File: config.mk
export PLATFORM = sky130hd
export DESIGN_NAME = key_event_queue_with_press_eviction_core_flat
export DESIGN_NICKNAME = d
export VERILOG_FILES = /design/src/kevq_pkg.sv /design/src/kevq_chan_if.sv /design/src/kevq_ctrl.sv /design/src/kevq_dp.sv /design/src/key_event_queue_with_press_eviction_core.sv /design/src/flat_wrapper.sv
export SDC_FILE = /design/constraint.sdc
export NUM_CORES = 1
export LEC_CHECK = 0
export BUFFER_PORTS_ARGS = -buffer_cell sky130_fd_sc_hd__buf_2
export CAP_MARGIN = 20
export CORE_UTILIZATION = 35
export CTS_BUF_LIST = sky130_fd_sc_hd__clkbuf_16
export CTS_CLUSTER_DIAMETER = 200
export DETAILED_ROUTE_END_ITERATION = 7
export GPL_TIMING_DRIVEN = 0
export PLACE_DENSITY = 0.49
export SETUP_SLACK_MARGIN = 0.2
export SLEW_MARGIN = 20
export SYNTH_ARGS = -nofsm -noshare
export SYNTH_HDL_FRONTEND = slang
export SYNTH_SLANG_ARGS = --single-unit
File: constraint.sdc
create_clock -name clock -period 6.8 [get_ports clock]
set_clock_uncertainty 0.05 [all_clocks]
set_input_delay 1.36 -clock clock [delete_from_list [all_inputs] [get_ports clock]]
set_output_delay 1.36 -clock clock [all_outputs]
set_load 0.02 [all_outputs]
File: src/kevq_pkg.sv
// Shared types, codes and defaults for the key event queue.
package kevq_pkg;

   // Default sizes of the held-key map and the event ring
   localparam int KEY_COUNT_DEF   = 128;
   localparam int QUEUE_DEPTH_DEF = 32;

   // Command codes of an input item
   typedef enum logic [1:0] {
      CMD_KEY    = 2'd0,
      CMD_POP    = 2'd1,
      CMD_RELALL = 2'd2,
      CMD_CLEAR  = 2'd3
   } kevq_cmd_type;

   // Status codes of a result item
   typedef enum logic [2:0] {
      ST_OK      = 3'd0,
      ST_IGNORED = 3'd1,
      ST_DROPPED = 3'd2,
      ST_EVICTED = 3'd3,
      ST_EMPTY   = 3'd4
   } kevq_status_type;

   // Input item
   typedef struct packed {
      logic [1:0] cmd;
      logic [7:0] key_code;
      logic       key_pressed;
   } kevq_req_type;

   // Result item
   typedef struct packed {
      logic [2:0] status;
      logic       event_valid;
      logic [6:0] event_code;
      logic       event_release;
      logic [4:0] queue_count;
      logic [7:0] release_count;
   } kevq_rsp_type;

   // One slot of the event ring
   typedef struct packed {
      logic       rel;
      logic [7:0] code;
   } kevq_entry_type;

   // Datapath operations issued by the controller, one per cycle
   typedef enum logic [4:0] {
      OP_NONE,
      OP_LOAD,
      OP_CLEAR,
      OP_IGNORE,
      OP_KEY_BEGIN,
      OP_SCAN_BEGIN,
      OP_SCAN_NEXT,
      OP_POP_RD,
      OP_POP_DONE,
      OP_POP_EMPTY,
      OP_ENQ_WRITE,
      OP_ENQ_DROP,
      OP_SRCH_START,
      OP_SRCH_RD,
      OP_SRCH_NEXT,
      OP_SHIFT_START,
      OP_SHIFT_RD,
      OP_SHIFT_WR,
      OP_EVICT_WRITE,
      OP_PUBLISH
   } kevq_op_type;

   // Datapath status seen by the controller
   typedef struct packed {
      logic [1:0] cmd;
      logic       in_range;
      logic       key_pressed;
      logic       key_held;
      logic       scan;
      logic       scan_held;
      logic       scan_last;
      logic       empty;
      logic       full;
      logic       entry_rel;
      logic       idx_at_wp;
      logic       nxt_at_wp;
      logic       rd_rel;
      logic       out_free;
   } kevq_sts_type;

   // Controller states
   typedef enum logic [3:0] {
      S_IDLE,
      S_DECODE,
      S_POP,
      S_SCAN,
      S_ENQ,
      S_SRCH_RD,
      S_SRCH_CHK,
      S_SHIFT_RD,
      S_SHIFT_WR,
      S_FINISH
   } kevq_state_type;

endpackage

File: src/kevq_chan_if.sv
// Valid/ready channel carrying one item of a given payload type.
interface kevq_chan_if #(
   parameter type payload_type = logic
);
   logic        valid;
   logic        ready;
   payload_type payload;

   modport source (output valid, output payload, input ready);
   modport sink (input valid, input payload, output ready);
endinterface

File: src/kevq_ctrl.sv
// Controller state machine sequencing the key event queue datapath.
module kevq_ctrl (
   input  logic                 clock,
   input  logic                 reset,
   input  logic                 req_valid,
   output logic                 req_ready,
   input  kevq_pkg::kevq_sts_type sts,
   output kevq_pkg::kevq_op_type  op
);
   import kevq_pkg::*;

   kevq_state_type state_ff;
   kevq_state_type state_in;
   kevq_state_type ret_state;

   // State register
   always_ff @(posedge clock) begin
      if (reset) begin
         state_ff <= S_IDLE;
      end else begin
         state_ff <= state_in;
      end
   end

   // Next state and datapath operation
   always_comb begin
      state_in  = state_ff;
      op        = OP_NONE;
      req_ready = (state_ff == S_IDLE) && !reset;
      ret_state = sts.scan ? S_SCAN : S_FINISH;
      unique case (state_ff)
         S_IDLE: begin
            if (req_valid && !reset) begin
               op       = OP_LOAD;
               state_in = S_DECODE;
            end
         end
         S_DECODE: begin
            unique case (kevq_cmd_type'(sts.cmd))
               CMD_KEY: begin
                  if (sts.in_range && (sts.key_pressed || sts.key_held)) begin
                     op       = OP_KEY_BEGIN;
                     state_in = S_ENQ;
                  end else begin
                     op       = OP_IGNORE;
                     state_in = S_FINISH;
                  end
               end
               CMD_POP: begin
                  if (sts.empty) begin
                     op       = OP_POP_EMPTY;
                     state_in = S_FINISH;
                  end else begin
                     op       = OP_POP_RD;
                     state_in = S_POP;
                  end
               end
               CMD_RELALL: begin
                  state_in = S_SCAN;
               end
               CMD_CLEAR: begin
                  op       = OP_CLEAR;
                  state_in = S_FINISH;
               end
            endcase
         end
         S_POP: begin
            op       = OP_POP_DONE;
            state_in = S_FINISH;
         end
         // Walk the held map one key a cycle while no held key is being queued; a held key is released and queued
         S_SCAN: begin
            if (sts.scan_held) begin
               op       = OP_SCAN_BEGIN;
               state_in = S_ENQ;
            end else if (sts.scan_last) begin
               state_in = S_FINISH;
            end else begin
               op = OP_SCAN_NEXT;
            end
         end
         S_ENQ: begin
            priority if (!sts.full) begin
               op       = OP_ENQ_WRITE;
               state_in = ret_state;
            end else if (!sts.entry_rel) begin
               op       = OP_ENQ_DROP;
               state_in = ret_state;
            end else begin
               op       = OP_SRCH_START;
               state_in = S_SRCH_RD;
            end
         end
         // Search for the oldest queued press
         S_SRCH_RD: begin
            if (sts.idx_at_wp) begin
               op       = OP_ENQ_DROP;
               state_in = ret_state;
            end else begin
               op       = OP_SRCH_RD;
               state_in = S_SRCH_CHK;
            end
         end
         S_SRCH_CHK: begin
            if (!sts.rd_rel) begin
               op       = OP_SHIFT_START;
               state_in = S_SHIFT_RD;
            end else begin
               op       = OP_SRCH_NEXT;
               state_in = S_SRCH_RD;
            end
         end
         // Close the gap one entry at a time, then drop the release into the tail
         S_SHIFT_RD: begin
            if (sts.nxt_at_wp) begin
               op       = OP_EVICT_WRITE;
               state_in = ret_state;
            end else begin
               op       = OP_SHIFT_RD;
               state_in = S_SHIFT_WR;
            end
         end
         S_SHIFT_WR: begin
            op       = OP_SHIFT_WR;
            state_in = S_SHIFT_RD;
         end
         S_FINISH: begin
            if (sts.out_free) begin
               op       = OP_PUBLISH;
               state_in = S_IDLE;
            end
         end
         default: begin
            state_in = S_IDLE;
         end
      endcase
   end

endmodule

File: src/kevq_dp.sv
// Datapath of the key event queue: held map, event ring, pointers, result register.
module kevq_dp #(
   parameter int KEY_COUNT   = kevq_pkg::KEY_COUNT_DEF,
   parameter int QUEUE_DEPTH = kevq_pkg::QUEUE_DEPTH_DEF
) (
   input  logic                   clock,
   input  logic                   reset,
   input  kevq_pkg::kevq_op_type  op,
   output kevq_pkg::kevq_sts_type sts,
   input  kevq_pkg::kevq_req_type req_payload,
   output logic                   rsp_valid,
   output kevq_pkg::kevq_rsp_type rsp_payload,
   input  logic                   rsp_ready
);
   import kevq_pkg::*;

   localparam int PW = $clog2(QUEUE_DEPTH);
   localparam int KW = $clog2(KEY_COUNT);
   localparam logic [8:0] DEPTH9 = 9'(QUEUE_DEPTH);
   localparam logic [8:0] KEYS9  = 9'(KEY_COUNT);

   function automatic logic [PW-1:0] ring_next(input logic [PW-1:0] p);
      ring_next = (p == PW'(QUEUE_DEPTH - 1)) ? '0 : p + PW'(1);
   endfunction

   // Registers
   kevq_req_type        req_ff,   req_in;
   logic [KEY_COUNT-1:0] held_ff, held_in;
   logic [PW-1:0]       wp_ff,    wp_in;
   logic [PW-1:0]       rp_ff,    rp_in;
   logic [PW-1:0]       idx_ff,   idx_in;
   logic [PW-1:0]       nxt_ff,   nxt_in;
   logic [KW-1:0]       key_ff,   key_in;
   logic                scan_ff,  scan_in;
   kevq_entry_type      entry_ff, entry_in;
   kevq_rsp_type        res_ff,   res_in;
   kevq_rsp_type        out_ff,   out_in;
   logic                out_valid_ff, out_valid_in;
   kevq_entry_type      rd_ff;

   // Event ring storage
   kevq_entry_type      event_mem [QUEUE_DEPTH];
   logic                mem_we;
   logic                mem_re;
   logic [PW-1:0]       mem_waddr;
   logic [PW-1:0]       mem_raddr;
   kevq_entry_type      mem_wdata;

   logic [KW-1:0]       code_idx;
   logic [8:0]          count9;
   logic                full;
   logic                empty;

   assign code_idx = req_ff.key_code[KW-1:0];
   assign full     = (ring_next(wp_ff) == rp_ff);
   assign empty    = (wp_ff == rp_ff);

   // Occupancy of the ring
   always_comb begin
      count9 = 9'(wp_ff) - 9'(rp_ff);
      if (wp_ff < rp_ff) begin
         count9 = count9 + DEPTH9;
      end
   end

   // Status towards the controller
   always_comb begin
      sts.cmd         = req_ff.cmd;
      sts.in_range    = ({1'b0, req_ff.key_code} < KEYS9);
      sts.key_pressed = req_ff.key_pressed;
      sts.key_held    = held_ff[code_idx];
      sts.scan        = scan_ff;
      sts.scan_held   = held_ff[key_ff];
      sts.scan_last   = (key_ff == KW'(KEY_COUNT - 1));
      sts.empty       = empty;
      sts.full        = full;
      sts.entry_rel   = entry_ff.rel;
      sts.idx_at_wp   = (idx_ff == wp_ff);
      sts.nxt_at_wp   = (nxt_ff == wp_ff);
      sts.rd_rel      = rd_ff.rel;
      sts.out_free    = !out_valid_ff || rsp_ready;
   end

   // Execute the operation of this cycle
   always_comb begin
      req_in       = req_ff;
      held_in      = held_ff;
      wp_in        = wp_ff;
      rp_in        = rp_ff;
      idx_in       = idx_ff;
      nxt_in       = nxt_ff;
      key_in       = key_ff;
      scan_in      = scan_ff;
      entry_in     = entry_ff;
      res_in       = res_ff;
      out_in       = out_ff;
      out_valid_in = out_valid_ff && !rsp_ready;
      mem_we       = 1'b0;
      mem_re       = 1'b0;
      mem_waddr    = wp_ff;
      mem_raddr    = rp_ff;
      mem_wdata    = entry_ff;
      unique case (op)
         OP_NONE: begin
         end
         OP_LOAD: begin
            req_in      = req_payload;
            res_in      = '0;
            res_in.status = ST_OK;
            key_in      = '0;
            scan_in     = (req_payload.cmd == CMD_RELALL);
         end
         OP_CLEAR: begin
            held_in = '0;
            wp_in   = '0;
            rp_in   = '0;
         end
         OP_IGNORE: begin
            res_in.status = ST_IGNORED;
         end
         OP_KEY_BEGIN: begin
            held_in[code_idx] = req_ff.key_pressed;
            entry_in.code     = req_ff.key_code;
            entry_in.rel      = !req_ff.key_pressed;
         end
         OP_SCAN_BEGIN: begin
            held_in[key_ff] = 1'b0;
            entry_in.code   = 8'(key_ff);
            entry_in.rel    = 1'b1;
         end
         OP_SCAN_NEXT: begin
            key_in = key_ff + KW'(1);
         end
         OP_POP_RD: begin
            mem_re    = 1'b1;
            mem_raddr = rp_ff;
         end
         OP_POP_DONE: begin
            res_in.event_valid   = 1'b1;
            res_in.event_code    = rd_ff.code[6:0];
            res_in.event_release = rd_ff.rel;
            rp_in                = ring_next(rp_ff);
         end
         OP_POP_EMPTY: begin
            res_in.status = ST_EMPTY;
         end
         OP_ENQ_WRITE: begin
            mem_we    = 1'b1;
            mem_waddr = wp_ff;
            mem_wdata = entry_ff;
            wp_in     = ring_next(wp_ff);
            if (scan_ff) begin
               res_in.release_count = res_ff.release_count + 8'd1;
            end else begin
               res_in.status = ST_OK;
            end
         end
         OP_ENQ_DROP: begin
            if (!scan_ff) begin
               res_in.status = ST_DROPPED;
            end
         end
         OP_SRCH_START: begin
            idx_in = rp_ff;
         end
         OP_SRCH_RD: begin
            mem_re    = 1'b1;
            mem_raddr = idx_ff;
         end
         OP_SRCH_NEXT: begin
            idx_in = ring_next(idx_ff);
         end
         OP_SHIFT_START: begin
            nxt_in = ring_next(idx_ff);
         end
         OP_SHIFT_RD: begin
            mem_re    = 1'b1;
            mem_raddr = nxt_ff;
         end
         OP_SHIFT_WR: begin
            mem_we    = 1'b1;
            mem_waddr = idx_ff;
            mem_wdata = rd_ff;
            idx_in    = nxt_ff;
            nxt_in    = ring_next(nxt_ff);
         end
         // Tail slot freed by the shift takes the release; write pointer stays
         OP_EVICT_WRITE: begin
            mem_we    = 1'b1;
            mem_waddr = idx_ff;
            mem_wdata = entry_ff;
            if (scan_ff) begin
               res_in.release_count = res_ff.release_count + 8'd1;
            end else begin
               res_in.status = ST_EVICTED;
            end
         end
         OP_PUBLISH: begin
            out_valid_in       = 1'b1;
            out_in             = res_ff;
            out_in.queue_count = count9[4:0];
         end
         default: begin
         end
      endcase
   end

   // Control registers
   always_ff @(posedge clock) begin
      if (reset) begin
         held_ff      <= '0;
         wp_ff        <= '0;
         rp_ff        <= '0;
         out_valid_ff <= 1'b0;
      end else begin
         held_ff      <= held_in;
         wp_ff        <= wp_in;
         rp_ff        <= rp_in;
         out_valid_ff <= out_valid_in;
      end
   end

   // Payload registers
   always_ff @(posedge clock) begin
      req_ff   <= req_in;
      idx_ff   <= idx_in;
      nxt_ff   <= nxt_in;
      key_ff   <= key_in;
      scan_ff  <= scan_in;
      entry_ff <= entry_in;
      res_ff   <= res_in;
      out_ff   <= out_in;
   end

   // Event ring: one write and one registered read a cycle
   always_ff @(posedge clock) begin
      if (mem_we) begin
         event_mem[mem_waddr] <= mem_wdata;
      end
      if (mem_re) begin
         rd_ff <= event_mem[mem_raddr];
      end
   end

   assign rsp_valid   = out_valid_ff;
   assign rsp_payload = out_ff;

`ifndef SYNTHESIS
   a_enq_not_full: assert property (@(posedge clock) disable iff (reset)
      (op == OP_ENQ_WRITE) |-> !full)
      else $error("plain enqueue into a full ring");

   a_pop_not_empty: assert property (@(posedge clock) disable iff (reset)
      (op == OP_POP_RD) |-> !empty)
      else $error("pop read from an empty ring");

   a_evict_tail: assert property (@(posedge clock) disable iff (reset)
      (op == OP_EVICT_WRITE) |-> (ring_next(idx_ff) == wp_ff))
      else $error("evicting release not written to the last slot");

   a_shift_inside: assert property (@(posedge clock) disable iff (reset)
      (op == OP_SHIFT_WR) |-> (nxt_ff != wp_ff) && (idx_ff != wp_ff))
      else $error("gap close moved an entry from outside the queue");

   a_publish_free: assert property (@(posedge clock) disable iff (reset)
      (op == OP_PUBLISH) |-> (!out_valid_ff || rsp_ready))
      else $error("result overwritten before it was taken");
`endif

endmodule

File: src/key_event_queue_with_press_eviction_core.sv
// Top level of the key event queue with press eviction.
//
// Usage: commands arrive on req_chan (valid/ready, one item per handshake) and
// each produces exactly one result item on rsp_chan. Commands are key event,
// pop oldest event, release all held keys and clear.
// Items are handled one at a time under a controller state machine; the event
// ring is a single-port-write, registered-read memory, so every ring access
// is a controller step of its own.
// Steps from acceptance to the result appearing on rsp_chan:
//   key event: load, decode, enqueue, finish; pop: load, decode with ring
//   read, pop, finish; ignored key, clear, pop on empty: load, decode, finish;
//   release into a full ring also searches from the oldest entry for the
//   oldest press, then moves each later entry down to close the gap;
//   release all: a map walk of one key a cycle while no held key is queued,
//   plus an enqueue and any eviction for each held key.
// A finished result waits in the output register; the next item is accepted
// and worked on meanwhile, and only its own finish waits for rsp_ready.
// Reset (synchronous) empties the ring and the held map and drops any
// pending result; ring contents are not cleared and are never read unwritten.
module key_event_queue_with_press_eviction_core #(
   parameter int KEY_COUNT   = kevq_pkg::KEY_COUNT_DEF,
   parameter int QUEUE_DEPTH = kevq_pkg::QUEUE_DEPTH_DEF
) (
   input logic         clock,
   input logic         reset,
   kevq_chan_if.sink   req_chan,
   kevq_chan_if.source rsp_chan
);
   import kevq_pkg::*;

   kevq_op_type  op;
   kevq_sts_type sts;
   kevq_rsp_type rsp_payload;
   logic         rsp_valid;
   logic         req_ready;

   // Sequencer
   kevq_ctrl u_ctrl (
      .clock     (clock),
      .reset     (reset),
      .req_valid (req_chan.valid),
      .req_ready (req_ready),
      .sts       (sts),
      .op        (op)
   );

   // Storage and result register
   kevq_dp #(
      .KEY_COUNT   (KEY_COUNT),
      .QUEUE_DEPTH (QUEUE_DEPTH)
   ) u_dp (
      .clock       (clock),
      .reset       (reset),
      .op          (op),
      .sts         (sts),
      .req_payload (req_chan.payload),
      .rsp_valid   (rsp_valid),
      .rsp_payload (rsp_payload),
      .rsp_ready   (rsp_chan.ready)
   );

   assign req_chan.ready   = req_ready;
   assign rsp_chan.valid   = rsp_valid;
   assign rsp_chan.payload = rsp_payload;

endmodule

File: src/flat_wrapper.sv
// flat-port wrapper written by rule: the top's interface ports become plain ports
module key_event_queue_with_press_eviction_core_flat import kevq_pkg::*;
#(
   parameter int KEY_COUNT   = kevq_pkg::KEY_COUNT_DEF,
   parameter int QUEUE_DEPTH = kevq_pkg::QUEUE_DEPTH_DEF
)
  (clock, reset, req_chan_valid, req_chan_payload, req_chan_ready, rsp_chan_valid, rsp_chan_payload, rsp_chan_ready);
  kevq_chan_if #(.payload_type(kevq_req_type)) req_chan_i ();
  kevq_chan_if #(.payload_type(kevq_rsp_type)) rsp_chan_i ();
  input logic clock;
  input logic reset;
  input wire logic [$bits(req_chan_i.valid)-1:0] req_chan_valid;
  input wire logic [$bits(req_chan_i.payload)-1:0] req_chan_payload;
  output wire logic [$bits(req_chan_i.ready)-1:0] req_chan_ready;
  output wire logic [$bits(rsp_chan_i.valid)-1:0] rsp_chan_valid;
  output wire logic [$bits(rsp_chan_i.payload)-1:0] rsp_chan_payload;
  input wire logic [$bits(rsp_chan_i.ready)-1:0] rsp_chan_ready;
  assign req_chan_i.valid = req_chan_valid;
  assign req_chan_i.payload = req_chan_payload;
  assign req_chan_ready = req_chan_i.ready;
  assign rsp_chan_valid = rsp_chan_i.valid;
  assign rsp_chan_payload = rsp_chan_i.payload;
  assign rsp_chan_i.ready = rsp_chan_ready;
  key_event_queue_with_press_eviction_core #(.KEY_COUNT(KEY_COUNT), .QUEUE_DEPTH(QUEUE_DEPTH)) u_core (.clock(clock), .reset(reset), .req_chan(req_chan_i), .rsp_chan(rsp_chan_i));
endmodule
==> results.cfg <==
[place]
routabilityCongestion = 0.996
place_hpwl_mm = 70.6
number_of_buffers_added_on_ports = 40
postPlaceCellArea_mm2 = 0.0281
dp_cells = 3541

[clock_tree]
clock_tree_from_tritoncts = done
post_cts_setup_repair_bufs = 0
path_clk_slew_ns = 0.06
cts.root.buffer_cell = sky130_fd_sc_hd__clkbuf_16
ctsResizeCount = 0
tritoncts_num_sinks = 489
insertion_delay_ns = 0.67
cts_hold_buf = 0
cts_max_path_buffers = 3
tritoncts.num_buffers = 54
htree_levels = 2

[pwr]
p_seq_frac = 0.385
share_clk_of_total_power = 0.325
p_leak_uw = 0.0113
irDropWorstVdd_mv = 0.184
intPower_uw = 5960
switching_share = 0.365
switchingPower_uw = 3420
cellPowerDensity_mw_per_mm2 = 313
p_comb_frac = 0.290
final_power_uw = 9380

[critical_path]
worstSetupPathDepth = 12
setup.worst_path.class = reg2reg
worstPathArrival_ns = 5.99
critical_path.startpoint_type = register
critical_path_required_ns = 7.01
critical-path-slowest-cell = sky130_fd_sc_hd__o32ai_2
cp-end-kind = register
longest_individual_stage_delay_on_the_worst_path_ns = 0.97
critPathBufInv = 3
path_max_fanout = 10
path_common_cell = sky130_fd_sc_hd__buf_2
timing.critical_path.max_delay_family = compound AO/OA/AOI/OAI gates
ff2ff_path_depth = 12
critical_path.cell_chain = buf_2, buf_2, buf_2, mux2i_1, o21ai_0, a221oi_1, a211o_2, nand4_2, o211ai_4, o2111ai_4, o32ai_2, nor2b_1

[sta]
final-hold-violation-count = 0
grt_setup_unrepaired = false
final-setup-viol-count = 0
final_max_slew_viol_count = 0
worst_slew_pin_slew_ns = 1.29
post-route-period-util = 0.851
min_period_ns = 5.79
max_slew_margin = 0.142
timing.fmax_ghz = 0.173

[synth]
netlist.top_cell.by_area = sky130_fd_sc_hd__edfxtp_1
ys_types = 87
synth_top_area_frac = 0.391
post_synth_net_total = 2557
synthTopCellsByArea = sky130_fd_sc_hd__edfxtp_1 (39%), sky130_fd_sc_hd__dfxtp_1 (11%), sky130_fd_sc_hd__mux2i_1 (6.9%), sky130_fd_sc_hd__nand2_1 (6.4%), sky130_fd_sc_hd__o211ai_1 (5.0%)
synth-seq-area-share = 0.498
syn-instance-count = 2527
mappedNetlistArea_mm2 = 0.0266
yosys_warnings = 0
ys_ff_latch = 489
synthArstFlopShare = 0
synth_ff_type = sky130_fd_sc_hd__edfxtp_1
number_of_enable_type_register_cells_in_the_synthesized_netlist = 346
synth.avg_cell_area_um2 = 10.5

[cells_and_area]
final-instance-count-excl-fill = 3639
layout.cell_area.non_filler_mm2 = 0.0300
final.fill_count = 7345
antenna_cells_inserted = 0
area_growth_synth_to_finish_pct = 12.7
finalNetCount = 2659
post_route_cells_drive_above_1_share = 0.109

[global_routing]
grt_first_pass_wirelength_mm = 147
met3_usage_grt = 0.0464
gr-max-usage-layer = met2
initial_antenna_violation_count = 0
track_usage = 0.255
grt_pass1_vias = 22100
grt.overflow.total = 0
pin_count_of_the_biggest_net_entering_global_routing = 33
use_met1 = 0.343
globalRouteMet2Util = 0.396

[die]
floorplan.initialDensity = 0.355
io_pins = 42
placeableCoreArea_mm2 = 0.0748
die-area_mm2 = 0.0771
horiz_die_dim_um = 278
rows = 100
dieHeight_um = 278

[detailed_routing]
totalWireLength_mm = 99.6
drt_iter0_drc = 2435
routedWlPerCell_um = 27.4
via_to_cell_ratio = 6.14
drc_errors = 0
route.antenna.remaining_nets = 0
routed-via-count = 22300
drt_pass1_iterations = 5

[min_path]
hold_path_class = reg2reg
worst_hold_stages = 0

[flow_run]
maxCapViolCount = 0

[run_status]
result_of_the_run = completed
==> final cells by class <==
| type | count | area (um2) | share of cell area |
|---|---|---|---|
| buffer | 231 | 1030 | 0.0345 |
| clock buffer | 55 | 1380 | 0.0459 |
| clock inverter | 42 | 470 | 0.0157 |
| inverter | 27 | 101 | 0.00338 |
| multi-input combinational | 1780 | 12200 | 0.408 |
| sequential | 489 | 13300 | 0.442 |
| tap | 969 | 1210 | 0.0405 |
| timing repair buffer | 46 | 280 | 0.00935 |
==> flip-flops by register name, indices dropped and copies added, names as in the netlist <==
signal / flops
u_core.u_dp.event_mem: 256
u_core.u_dp.rd_ff: 7
u_core.u_dp.rp_ff: 5
u_core.u_dp.key_ff: 7
u_core.u_dp.req_ff: 1
u_core.u_dp.wp_ff: 5
u_core.u_dp.rsp_valid: 1
u_core.u_ctrl.state_ff: 4
u_core.u_dp.code_idx: 7
u_core.u_dp.sts: 5
u_core.u_dp.held_ff: 128
u_core.u_dp.rsp_payload: 25
u_core.u_dp.res_ff: 20
u_core.u_dp.nxt_ff: 5
u_core.u_dp.idx_ff: 5
u_core.u_dp.scan_ff: 1
u_core.u_dp.entry_ff: 7
==> stage by stage <==
step	setup TNS [ns]	setup WS (ns)	hold WS (ns)	utilization
after floorplan	0	1.67	0.350	-
after global placement	-56.92	-0.585	0.352	0.374
after detailed placement	0	1.07	0.356	0.376
after CTS	0	1.08	0.370	0.400
after global routing	0	0.948	0.376	0.400
final	0	1.01	0.371	0.400
==> cell families after synthesis <==
group | Yosys count | share of synthesized area
buf+inv | 258 | 0.0426
simple gates | 814 | 0.134
mux | 241 | 0.103
xor+xnor | 34 | 0.0112
compound gates | 676 | 0.203
fa+ha+maj | 15 | 0.00734
flops | 489 | 0.498
==> cells in the final DEF (no fill, tap or decap), types with 12 or more instances in the layout <==
cell / netlist / routed
sky130_fd_sc_hd__o21ai_0: 52 / 51
sky130_fd_sc_hd__inv_1: 24 / 32
sky130_fd_sc_hd__a221oi_1: 46 / 46
sky130_fd_sc_hd__and3_1: 17 / 17
sky130_fd_sc_hd__xor2_1: 21 / 21
sky130_fd_sc_hd__mux2i_1: 184 / 184
sky130_fd_sc_hd__nor2b_1: 29 / 29
sky130_fd_sc_hd__dfxtp_1: 143 / 143
sky130_fd_sc_hd__mux4_2: 22 / 22
sky130_fd_sc_hd__xnor2_1: 13 / 13
sky130_fd_sc_hd__nand2b_1: 15 / 15
sky130_fd_sc_hd__mux2_2: 24 / 24
sky130_fd_sc_hd__buf_2: 62 / 102
sky130_fd_sc_hd__clkbuf_1: 142 / 140
sky130_fd_sc_hd__clkinv_2: 0 / 12
sky130_fd_sc_hd__edfxtp_1: 346 / 346
sky130_fd_sc_hd__a21oi_1: 25 / 25
sky130_fd_sc_hd__clkbuf_16: 0 / 55
sky130_fd_sc_hd__a22oi_1: 20 / 20
sky130_fd_sc_hd__ha_1: 14 / 14
sky130_fd_sc_hd__nand2_1: 452 / 445
sky130_fd_sc_hd__nor3_1: 22 / 20
sky130_fd_sc_hd__a41o_1: 128 / 128
sky130_fd_sc_hd__nand3_1: 78 / 78
sky130_fd_sc_hd__o31ai_1: 135 / 135
sky130_fd_sc_hd__nor2_1: 141 / 141
sky130_fd_sc_hd__o211ai_1: 178 / 178
==> power groups by stage <==
stage	registers, uW	clock network [uW]	logic, uW
CTS	3610	3120	2670
global placement	3680	0	2610
floorplan	3650	0	1600
detailed placement	3670	0	2660
finish	3610	3050	2720
global route	3620	3240	2890
==> worst paths after layout <==
kind | endpoint | slack [ns] | from
max | u_core.u_dp.event_mem[1][2]$_DFFE_PP_ | 1.01 | u_core.u_dp.key_ff[2]$_SDFFCE_PN0P_
min | u_core.u_dp.rsp_payload[14]$_DFFE_PP_ | 0.37 | u_core.u_dp.res_ff[14]$_SDFFCE_PN0P_
max reg2reg | u_core.u_dp.event_mem[1][2]$_DFFE_PP_ | 1.01 | u_core.u_dp.key_ff[2]$_SDFFCE_PN0P_
min reg2reg | u_core.u_dp.rsp_payload[14]$_DFFE_PP_ | 0.37 | u_core.u_dp.res_ff[14]$_SDFFCE_PN0P_
==> cells in the mapped netlist (13+ instances only) <==
cell type	number
sky130_fd_sc_hd__a21oi_1	25
sky130_fd_sc_hd__a221oi_1	46
sky130_fd_sc_hd__a22oi_1	20
sky130_fd_sc_hd__a41o_1	128
sky130_fd_sc_hd__and3_1	17
sky130_fd_sc_hd__buf_2	62
sky130_fd_sc_hd__clkbuf_1	142
sky130_fd_sc_hd__dfxtp_1	143
sky130_fd_sc_hd__edfxtp_1	346
sky130_fd_sc_hd__ha_1	14
sky130_fd_sc_hd__inv_1	24
sky130_fd_sc_hd__mux2_2	24
sky130_fd_sc_hd__mux2i_1	184
sky130_fd_sc_hd__mux4_2	22
sky130_fd_sc_hd__nand2_1	452
sky130_fd_sc_hd__nand2b_1	15
sky130_fd_sc_hd__nand3_1	78
sky130_fd_sc_hd__nor2_1	141
sky130_fd_sc_hd__nor2b_1	29
sky130_fd_sc_hd__nor3_1	22
sky130_fd_sc_hd__o211ai_1	178
sky130_fd_sc_hd__o21ai_0	52
sky130_fd_sc_hd__o31ai_1	135
sky130_fd_sc_hd__xnor2_1	13
sky130_fd_sc_hd__xor2_1	21
==> metal layers <==
metal  vias to the layer above  share of wire
li1                       9950              -
met1                     11100           0.43
met2                      1019           0.45
met3                       234          0.073
met4                         0          0.047
met5                         -              0
No activity file was read; power rests on OpenSTA's default activity.
